<file path="src/hdl/hlq_pkg.sv">
// ----------------------------------------------------------------------------
// hlq_pkg
// Shared types and constants for the hub-label distance query unit.
// ----------------------------------------------------------------------------
package hlq_pkg;

	localparam int LABEL_DEPTH = 64;
	localparam int IDX_W       = (LABEL_DEPTH > 1) ? $clog2(LABEL_DEPTH) : 1;
	localparam int CNT_W       = $clog2(LABEL_DEPTH + 1);
	localparam int HUB_W       = 32;
	localparam int COST_W      = 32;
	localparam int DIST_W      = COST_W + 1;

	localparam logic [DIST_W-1:0] INFINITY = {DIST_W{1'b1}};

	typedef enum logic [1:0] {
		CMD_LOAD_OUT = 2'd0,
		CMD_LOAD_IN  = 2'd1,
		CMD_QUERY    = 2'd2
	} cmd_t;

	typedef enum logic [1:0] {
		ST_IDLE,
		ST_WALK,
		ST_FINISH
	} walk_state_t;

	typedef struct packed {
		logic              found;
		logic [HUB_W-1:0]  best_hub;
		logic [DIST_W-1:0] distance;
	} walk_result_t;

endpackage

</file>
<file path="src/hdl/hlq_label_list.sv">
// ----------------------------------------------------------------------------
// hlq_label_list
// One label list: hub and cost memories with one write and one registered
// read port, plus the fill count.
// ----------------------------------------------------------------------------
module hlq_label_list (
	input  logic                       clk,
	input  logic                       arst_n,
	input  logic                       wr_en,
	input  logic [hlq_pkg::HUB_W-1:0]  wr_hub,
	input  logic [hlq_pkg::COST_W-1:0] wr_cost,
	input  logic                       clear,
	input  logic [hlq_pkg::IDX_W-1:0]  rd_addr,
	output logic [hlq_pkg::HUB_W-1:0]  rd_hub,
	output logic [hlq_pkg::COST_W-1:0] rd_cost,
	output logic [hlq_pkg::CNT_W-1:0]  count,
	output logic                       full
);
	import hlq_pkg::*;

	logic [HUB_W-1:0]  hub_mem  [LABEL_DEPTH];
	logic [COST_W-1:0] cost_mem [LABEL_DEPTH];
	logic [CNT_W-1:0]  count_q;

	assign full  = (count_q == CNT_W'(LABEL_DEPTH));
	assign count = count_q;

	// Writes always land at the current fill position.
	always_ff @(posedge clk) begin
		if (wr_en && !full) begin
			hub_mem[count_q[IDX_W-1:0]]  <= wr_hub;
			cost_mem[count_q[IDX_W-1:0]] <= wr_cost;
		end
		rd_hub  <= hub_mem[rd_addr];
		rd_cost <= cost_mem[rd_addr];
	end

	always_ff @(posedge clk or negedge arst_n) begin
		if (!arst_n) begin
			count_q <= '0;
		end else if (clear) begin
			count_q <= '0;
		end else if (wr_en && !full) begin
			count_q <= count_q + CNT_W'(1);
		end
	end

endmodule

</file>
<file path="config.mk">
export PLATFORM = sky130hd
export DESIGN_NAME = hlq_label_list
export DESIGN_NICKNAME = d
export VERILOG_FILES = /design/src/hdl/hlq_pkg.sv /design/src/hdl/hlq_label_list.sv
export SDC_FILE = /design/constraint.sdc
export NUM_CORES = 2
export LEC_CHECK = 0
export CAP_MARGIN = 5
export CORE_ASPECT_RATIO = 0.6
export CORE_UTILIZATION = 25
export CTS_CLUSTER_SIZE = 28
export DETAILED_ROUTE_END_ITERATION = 10
export DONT_BUFFER_PORTS = 1
export SYNTH_ARGS = -nofsm -noshare
export SYNTH_HDL_FRONTEND = slang
export SYNTH_SLANG_ARGS = --single-unit
</file>
<file path="constraint.sdc">
create_clock -name clk -period 6.1 [get_ports clk]
set_clock_uncertainty 0.2 [all_clocks]
set_input_delay 0.61 -clock clk [delete_from_list [all_inputs] [get_ports clk]]
set_output_delay 0.61 -clock clk [all_outputs]
set_load 0.1 [all_outputs]
</file>
==> key figures <==
Outcome
  • Run status: finished with violations
  • Violated checks: design-rule violations, max-slew violations

Route
  • First-iteration detailed-routing DRC count: around 15000
  • Vias per cell: between 5 and 6
  • Final wirelength: 500000 um
  • DR vias: 79000
  • Antenna-violating nets left: 0
  • Router iterations before antenna repair: 11
  • Drt wl/cell: 32.3 um
  • DRC violations left: 18

Die
  • Die area: about 630000 um^2
  • # IOs: 146
  • Die span in x: 1020 um
  • Core area: 621000 um^2
  • Rows: between 200 and 250
  • Chip height: 613 um
  • Initial Util: 25.1%

Final layout
  • Commonest non-fill, non-tap cells in the layout: edfxtp_1 (4096), mux4_2 (1024), clkbuf_16 (344)
  • Fin cells: 15500
  • Util after Layout: just under 30%
  • Final #Nets: 7006
  • Area delta synth->final: 16.7%
  • Final Cell Area: 182000 um^2
  • Most common library cell in the layout ignoring fill and taps: edfxtp_1
  • Share of cells above drive strength 1: 26.9%

Worst setup path
  • R2r endpoint: cost_mem[35][28]$_DFFE_PP_
  • Worst r2r src: count[4]$_DFFE_PN0P_
  • Reg-to-reg setup timing slack: around 1200 ps
  • CP required: 6460 ps
  • Worst Path Max Fanout: 20
  • Critical path type: reg -> reg
  • Setup crit end kind: flop
  • Crit path DAT: 5230 ps
  • Reg2Reg Depth: 6
  • CP Launch Type: flop

Clock tree
  • Reg clk slew, reported paths: ~90 ps
  • Num CTS Buffers: 340
  • # resized after CTS: 0
  • Hold bufs inserted after CTS: 140
  • CTS tree: done
  • Worst-skew pair later-pin latency: 980 ps
  • H-tree Lvls: 5
  • Clock Tree Buf Depth: 4
  • Root buffer cell: clkbuf_16
  • Clk sinks: 4167
  • Post-CTS Setup Bufs: 0

STA
  • Final min period: between 4000 and 5000 ps
  • Max-slew violations: roughly 280
  • Final Hold Viols: 0
  • RSZ-0062 raised after global routing: false
  • Tightest Pin Transition: between 1500 and 2000 ps
  • Slew HR: -28.4%
  • Final setup TNS: 0 ps
  • Max frequency: 206 MHz
  • Tcrit/Tclk final: 79.7%
  • # setup viols final: 0

Pwr
  • Maximum vdd drop: approximately 0.25 mV
  • Pleak: 0.0543 uW
  • Pwr/cell area: 316 nW/um^2
  • Tot Pwr: 57400 uW

Global routing
  • Vias in the first global route: 76500
  • Largest net degree at the start of global routing: 371
  • Initial antenna violation count: 41
  • GR Util All Layers: 15.3%
  • Final global-route overflow total: 0
  • First-pass GRT wire length: 665000 um

Place
  • IO buf count: 0
  • Placed Instances: between 10000 and 15000
  • GPL Wtd Cong: 0.755
  • DP Area: 168000 um^2
  • Post-DP HPWL: 252000 um

Logic synthesis
  • Post-synth ARST share: less than 1%
  • Mapped Cells: 6552
  • Ys flop type: edfxtp_1
  • Syn Std Cell Area: 156000 um^2
  • #FFs+latches synth: 4167
  • Count of different cell masters after synthesis: 48
  • Synth Net Count: 6628
  • Sequential share of the synthesized area: 79.9%
  • Ys Warns: 0
  • Post-synth EDFFs: about 4000
  • Mean Syn Cell Area: 23.8 um^2

Job
  • Maxcap violations: 0

Min path
  • Hold Path End: rd_cost[22]$_DFF_P_
  • HP Class: in -> reg
  • Worst Hold Launch: rd_addr[4]
  • Hold Crit Depth: 3
[kinds of logic (layout without fill, tap and decap cells)]
group                    after synthesis  count (layout)  share of synthesized area [%]
other                                  0              22                              0
buffers and inverters                372            1025                           1.27
XOR/XNOR                               3               3                         0.0169
flip-flops                          4167            4167                           79.9
multiplexers                        1109            1109                           15.4
AO/OA/AOI/OAI                        570             570                           2.43
AND/OR/NAND/NOR                      329             329                           1.03
adder cells (fa/ha/maj)                2               2                         0.0161
[final cells by class]
class	count	area [um^2]
repair buffers	406	5860
clock inverters	188	2070
multi-input cells	2013	30000
fillers	59300	439000
well taps	8249	10300
clock buffers	429	9040
diodes	22	55.1
flip-flops and latches	4167	124000
inverters	2	7.51
[synth_stat cells (all sizes together), types with 3 or more instances]
cell type,n,area (um^2)
dfrtp,7,175
a211oi,5,37.5
buf,236,1460
o221ai,69,604
nor3,56,280
xor2,3,26.3
o21ai,53,265
nand4,3,18.8
nand2b,14,87.6
a221oi,5,43.8
nand2,26,103
nand3b,3,22.5
a221o,3,30.0
o22ai,294,1840
nand3,7,45.0
edfxtp,4096,123000
clkbuf,134,504
mux2,5,56.3
or2,3,18.8
dfxtp,64,1280
or3b,3,26.3
o22a,59,517
or3,3,18.8
o21a,4,30.0
a32oi,4,35.0
nor4,59,369
nor2,138,518
mux2i,80,801
a21oi,71,355
and2,4,27.5
nor2b,7,43.8
mux4,1024,23100
[worst max path at each step]
| stage | from | to | slack, ps | depth (start not counted) |
|---|---|---|---|---|
| final | count[4]$_DFFE_PN0P_ | cost_mem[35][28]$_DFFE_PP_ | 1240 | 6 |
| after global routing | rd_addr[0] | rd_hub[2]$_DFF_P_ | 1050 | 9 |
| after CTS | count[4]$_DFFE_PN0P_ | cost_mem[35][28]$_DFFE_PP_ | 1350 | 6 |
| after detailed placement | rd_addr[0] | rd_hub[2]$_DFF_P_ | 680 | 7 |
| after global placement | rd_addr[0] | rd_cost[26]$_DFF_P_ | 690 | 8 |
| after floorplan | count[3]$_DFFE_PN0P_ | cost_mem[62][0]$_DFFE_PP_ | 510 | 7 |
[layer usage]
layer / GRT usage [%] / part of all wire [%]
met1: 22.2 / 40
met2: 22.3 / 43
met3: 4.74 / 14
met4: 3.88 / 2.9
met5: 0 / 0.0046
[report_power, final]
part / total (uW) / internal, uW / leakage [uW] / switching (uW)
clock network: 22700 / 12000 / 0.00540 / 10600
logic: 2920 / 1070 / 0.0114 / 1850
registers: 31800 / 31500 / 0.0375 / 319
[sequential cells by signal (all words and copies together), names as in the netlist]
signal / flops
rd_hub: 32
count: 7
hub_mem: 2048
cost_mem: 2048
rd_cost: 32
[critical path, stage by stage, from the launching register on]
cell and delay [ps]:
dfrtp_1 330, buf_4 360, or3_1 780, o31a_1 390, nand3_1 800, nor2_4 840
buf_4 690
[through the flow]
stage / setup slack (ps) / hold slack (ps)
global route: 1050 / 25.7
finish: 1240 / 111
detailed placement: 680 / 115
CTS: 1350 / 2.28
global placement: 690 / 115
floorplan: 509 / 114
Note: power is estimated with default switching activity, not from simulation.
