## config.mk

```make
export PLATFORM = sky130hd
export DESIGN_NAME = hlq_merge_walk
export DESIGN_NICKNAME = d
export VERILOG_FILES = /design/src/hdl/hlq_pkg.sv /design/src/hdl/hlq_merge_walk.sv
export SDC_FILE = /design/constraint.sdc
export NUM_CORES = 1
export LEC_CHECK = 0
export BUFFER_PORTS_ARGS = -buffer_cell sky130_fd_sc_hd__buf_2
export CAP_MARGIN = 10
export CORE_MARGIN = 2
export CORE_UTILIZATION = 35
export CTS_BUF_LIST = sky130_fd_sc_hd__clkbuf_8
export DETAILED_ROUTE_END_ITERATION = 8
export GPL_ROUTABILITY_DRIVEN = 1
export PLACE_DENSITY = 0.55
export SYNTH_ARGS = -nofsm -noshare
export SYNTH_HDL_FRONTEND = slang
export SYNTH_SLANG_ARGS = --single-unit
```

## constraint.sdc

```tcl
create_clock -name clk -period 4.1 [get_ports clk]
set_input_delay 0.41 -clock clk [delete_from_list [all_inputs] [get_ports clk]]
set_output_delay 0.41 -clock clk [all_outputs]
set_load 0.05 [all_outputs]
```

## src/hdl/hlq_pkg.sv

```systemverilog
// ----------------------------------------------------------------------------
// hlq_pkg
// Shared types and constants for the hub-label distance query unit.
// ----------------------------------------------------------------------------
package hlq_pkg;

	localparam int LABEL_DEPTH = 64;
	localparam int IDX_W       = (LABEL_DEPTH > 1) ? $clog2(LABEL_DEPTH) : 1;
	localparam int CNT_W       = $clog2(LABEL_DEPTH + 1);
	localparam int HUB_W       = 32;
	localparam int COST_W      = 32;
	localparam int DIST_W      = COST_W + 1;

	localparam logic [DIST_W-1:0] INFINITY = {DIST_W{1'b1}};

	typedef enum logic [1:0] {
		CMD_LOAD_OUT = 2'd0,
		CMD_LOAD_IN  = 2'd1,
		CMD_QUERY    = 2'd2
	} cmd_t;

	typedef enum logic [1:0] {
		ST_IDLE,
		ST_WALK,
		ST_FINISH
	} walk_state_t;

	typedef struct packed {
		logic              found;
		logic [HUB_W-1:0]  best_hub;
		logic [DIST_W-1:0] distance;
	} walk_result_t;

endpackage

```

## src/hdl/hlq_merge_walk.sv

```systemverilog
// ----------------------------------------------------------------------------
// hlq_merge_walk
// Merge walk over the two label lists, one step per cycle, keeping the
// least summed cost and its hub.
// ----------------------------------------------------------------------------
module hlq_merge_walk (
	input  logic                       clk,
	input  logic                       arst_n,
	input  logic                       start,
	input  logic                       result_free,
	input  logic [hlq_pkg::CNT_W-1:0]  out_cnt,
	input  logic [hlq_pkg::CNT_W-1:0]  in_cnt,
	input  logic [hlq_pkg::HUB_W-1:0]  out_hub,
	input  logic [hlq_pkg::COST_W-1:0] out_cost,
	input  logic [hlq_pkg::HUB_W-1:0]  in_hub,
	input  logic [hlq_pkg::COST_W-1:0] in_cost,
	output logic [hlq_pkg::IDX_W-1:0]  out_addr,
	output logic [hlq_pkg::IDX_W-1:0]  in_addr,
	output logic                       idle,
	output logic                       done,
	output hlq_pkg::walk_result_t      result
);
	import hlq_pkg::*;

	walk_state_t      state_q, state_d;
	logic [CNT_W-1:0] a_q, b_q, a_n, b_n;
	walk_result_t     best_q;
	logic             active, lt, gt, eq;
	logic [DIST_W-1:0] sum;

	assign active = (a_q < out_cnt) && (b_q < in_cnt);
	assign lt     = out_hub < in_hub;
	assign gt     = out_hub > in_hub;
	assign eq     = !lt && !gt;
	assign sum    = {1'b0, out_cost} + {1'b0, in_cost};
	assign a_n    = a_q + CNT_W'(lt || eq);
	assign b_n    = b_q + CNT_W'(gt || eq);
	assign result = best_q;

	always_comb begin
		state_d  = state_q;
		out_addr = '0;
		in_addr  = '0;
		idle     = 1'b0;
		done     = 1'b0;
		case (state_q)
			ST_IDLE: begin
				idle = 1'b1;
				if (start) begin
					state_d = ST_WALK;
				end
			end
			ST_WALK: begin
				// The next positions are presented at once, so the memory data
				// for the following step is ready in the next cycle.
				if (active) begin
					out_addr = a_n[IDX_W-1:0];
					in_addr  = b_n[IDX_W-1:0];
				end else begin
					state_d = ST_FINISH;
				end
			end
			ST_FINISH: begin
				done = result_free;
				if (result_free) begin
					state_d = ST_IDLE;
				end
			end
			default: begin
				state_d = ST_IDLE;
			end
		endcase
	end

	always_ff @(posedge clk or negedge arst_n) begin
		if (!arst_n) begin
			state_q <= ST_IDLE;
		end else begin
			state_q <= state_d;
		end
	end

	always_ff @(posedge clk or negedge arst_n) begin
		if (!arst_n) begin
			a_q    <= '0;
			b_q    <= '0;
			best_q <= '{found: 1'b0, best_hub: '0, distance: INFINITY};
		end else if (state_q == ST_IDLE && start) begin
			a_q    <= '0;
			b_q    <= '0;
			best_q <= '{found: 1'b0, best_hub: '0, distance: INFINITY};
		end else if (state_q == ST_WALK && active) begin
			a_q <= a_n;
			b_q <= b_n;
			if (eq) begin
				best_q.found <= 1'b1;
				// Strict compare keeps the earliest shared hub on a tie.
				if (sum < best_q.distance) begin
					best_q.distance <= sum;
					best_q.best_hub <= out_hub;
				end
			end
		end
	end

endmodule

```

==> impl_summary.md <==
Synthesis
The post-synthesis average cell area is 8.37 um2. The area of the mapped netlist is 7320 um2. The share of the Yosys chip area taken by registers is 28.6%. The number of warnings printed during yosys synthesis is 0.

In this run, synthesis inferred 0 flip-flops with an integrated enable. The gate count after technology mapping is 874. The number of distinct library cells after synthesis is 64. The top flip-flop cell by instance count after synthesis is dfrtp_1. The number of nets handed over by synthesis was 1133. The fraction of synthesis flops using an asynchronous set or reset pin is 100%. In this run, synthesis produced a sequential element count of 82.

Place
The placed instance area is 9540 um2. The HPWL after detailed placement is 16700 um. The placer congestion estimate is 0.858. The count of input and output buffers is 225.

Including well taps, the total number of placed cells is 1431.

STA
The final max-slew violation count is 0. The clock skew after layout is 0.00853 ns. The number of hold violations in the final report is 0.

The final critical-path required period is 4.22 ns. Setup repair after global routing could not meet its margin everywhere. At the pin with the least slew margin, the transition time is 1.09 ns. The share of the cycle needed by the critical path after routing is 103%. Setup violations remaining at the end of the flow were counted as 51. The minimum setup slack in the final design is -0.118 ns. The worst pin sits at a relative slew slack of 26.9%. Timing would allow up to 0.237 GHz.

Clocking
Clock tree synthesis selected as its root buffer the cell clkbuf_8. TritonCTS built the clock tree. After clock tree synthesis, the clock-pin slew on the worst setup and hold paths is 0.09 ns. TritonCTS created 9 clock buffers. The number of buffers between clock root and the deepest sink is 2. Clock tree synthesis found a total of 82 sinks. The count of hold-fix buffers inserted at cts is 0.

The clock reaches the later pin of the worst-skew pair after 0.38 ns. The H-tree depth reported by CTS is 3.

Global route
The global route total overflow is 0. Entering global routing, the biggest net connects 57 pins. The first-pass GRT wire length is 33900 um.

The total routing resource utilization after global routing is 18.9%. The number of global-route vias before repair came to 7144. The initial antenna violation count is 0.

Critical path
The endpoint identified for the worst register-to-register timing path is result[41]$_DFFE_PN0P_. STA puts the critical path data required time at 4.36 ns. The worst setup path is captured at a register. The element type at the critical path start is an input port. On the critical path the largest part of the delay comes from compound AO/OA/AOI/OAI gates.

The critical path contains buffers and inverters numbering 5 combined. The cell at the slowest stage of the critical path is or4b_4. The number of cells on the worst reg-to-reg path is 13. Walking the worst path, the cells encountered are buf_2 > ha_4 > a211oi_2 > o21ai_2 > o31ai_2 > buf_4 > a31oi_1 > o31ai_2 > o21ai_1 > xor2_1 > ha_1 > nand4_1 > or2_4 > nor2_4 > or4b_4 > o2111ai_4 > nor4_4 > buf_6 > buf_12 > clkbuf_16 > nand2_1 > o21ai_0. The most frequent cell on the critical path is o31ai_2. The critical path arrival is 4.48 ns.

Across all register-to-register paths, the minimum setup slack is 1.21 ns. The maximum fanout along the worst path is 9. The largest single stage delay on the critical path is 0.48 ns. The worst register-to-register path begins at result[30]$_DFFE_PN1P_. The type of the worst setup path is in -> reg.

Pwr
IR analysis of the VDD net gives a maximum drop of 152 uV. The cell leakage power is 5.72 nW. The ratio of total power to cell area is 252 nW/um2.

Drt
The number of vias per cell is 4.97. In the final routed layout, each cell accounts on average for 15.1 um. The total wire length after detailed routing is 22300 um. Summing over every cut layer, the via total after detailed routing is 7331. After the first detailed-routing iteration, the DRC count stood at 216. The iteration count of the initial detailed-routing pass is 7.

The number of nets with antenna violations after detailed routing is 0. The detailed-route DRC error count is 0.

Run status
The checks that failed: negative setup slack. The run finished, with violations left.

Floorplanning
Measured along the y axis, the die boundary spans 149 um. The floorplan step defined a die boundary enclosing 22100 um2. For this configuration, the core starts out at a cell density of 35.9%. The number of rows in the core area is 52.

The width of the die is 149 um. 226 I/O pins were placed. The standard cell core area is 20400 um2.

Flow run
The number of max-capacitance violations reported is 0.

Finish
The fraction of final layout cells with drive strength greater than 1 is 43.7%. The synthesis-to-layout area growth is 46.5%. The number of diodes is 0. Summing all non-filler instances in the final layout gives an area of 10700 um2. The post-layout instance count excluding filler cells is 1475. At the end of the flow the core is filled with cells to 52.6%. The net count of the finished layout is 1459.

Hold path
The class of the worst hold path is in -> async.
-- cells in the final DEF (no fill, tap or decap), drive strengths merged, types with 20 or more instances in the layout --
cell   instances
nand4         20
ha           112
nand2        124
nor3          21
a21oi         68
mux2          28
dfrtp         49
xnor2         22
nor2          41
buf          335
inv           97
a21o          31
o21ai         69
dfstp         33
-- cells in the mapped netlist (all sizes together), types with 3 or more instances --
master  number  area, um2
o211ai       9       67.6
or2          4       25.0
inv         95        357
dfstp       33        867
mux2        28        315
buf          8       62.6
o21ai       69        345
a31oi        5       31.3
nand4       20        140
ha         112       1400
and2         5       31.3
a21oi       68        348
a211oi       7       65.1
and4         3       26.3
a21o        31        233
or4b         3       30.0
nand2b       8       50.1
o31ai        5       42.5
nor4         3       33.8
nor2b        6       37.5
clkbuf      21       80.1
dfrtp       49       1230
o21a         6       45.0
nor3        21        105
nand2      124        465
xnor2       22        193
or3         11       73.8
xor2        18        158
o21bai       3       22.5
nand3       14       70.1
nor2        41        161
-- per-stage QoR --
step	setup WS [ns]	power, W	setup TNS, ns	hold slack [ns]
finish	-0.118	0.00270	-3.63	0.0907
global route	-0.252	0.00290	-11.21	0.136
CTS	-0.0627	0.00268	-1.23	0.118
detailed placement	-0.725	0.00199	-39.92	0.507
global placement	-0.654	0.00198	-37.48	0.501
floorplan	-0.158	0.00158	-6.11	0.114
-- state kept, by name, summed over array words and instances, names as in the netlist --
name and count:
result 66, state_q 2, b_q 7, a_q 7
-- cell families after synthesis --
group                      after synthesis  synth area share, %
AOI/OAI and AO/OA                      221                 18.6
xor gates and xnor gates                40                 4.79
adders and majority gates              113                 19.4
buffers and inverters                  124                 6.82
and+or+nand+nor                        265                 17.3
DFF                                     82                 28.6
muxes                                   29                 4.45
-- routing by layer --
metal / routed length, um / global-route usage, %
met1: 10300 / 24.9
met2: 10600 / 31.9
met3: 1190 / 4.51
met4: 221 / 3.43
met5: 0 / 0
-- worst max path at each step --
stage | from | to | slack, ns | cells past startpoint
after floorplan | in_cost[7] | result[10]$_DFFE_PN1P_ | -0.16 | 18
after CTS | out_cost[0] | result[58]$_DFFE_PN0P_ | -0.06 | 23
after global routing | in_cost[0] | result[1]$_DFFE_PN1P_ | -0.25 | 23
final | out_cost[1] | result[41]$_DFFE_PN0P_ | -0.12 | 22
after detailed placement | out_cost[1] | result[56]$_DFFE_PN0P_ | -0.72 | 21
after global placement | out_cost[1] | result[62]$_DFFE_PN0P_ | -0.65 | 21
-- power by group --
| part | internal (W) | leakage (nW) | switching, W | total [W] |
|---|---|---|---|---|
| clock network | 0.000356 | 0.111 | 0.000319 | 0.000674 |
| logic | 0.000467 | 4.59 | 0.000693 | 0.00116 |
| registers | 0.000838 | 1.03 | 0.0000280 | 0.000867 |
-- area by class of cell --
class                   instances  area (um2)
fillers                      1982        9650
multi-input cells             668        5410
repair buffers                344        2300
flip-flops and latches         82        2090
inverters                      95         357
well taps                     270         338
clock buffers                  10         138
clock inverters                 6        82.6
-- timing repair --
| item | 4_1_cts | 5_1_grt |
|---|---|---|
| cloned | 0 | 14 |
| buffers inserted | 1 | 14 |
| gates resized for setup | 10 | 147 |
| setup endpoints to repair | 61 | 65 |
| pin swaps | 8 | 47 |
Power figures use the tool's default switching activity.
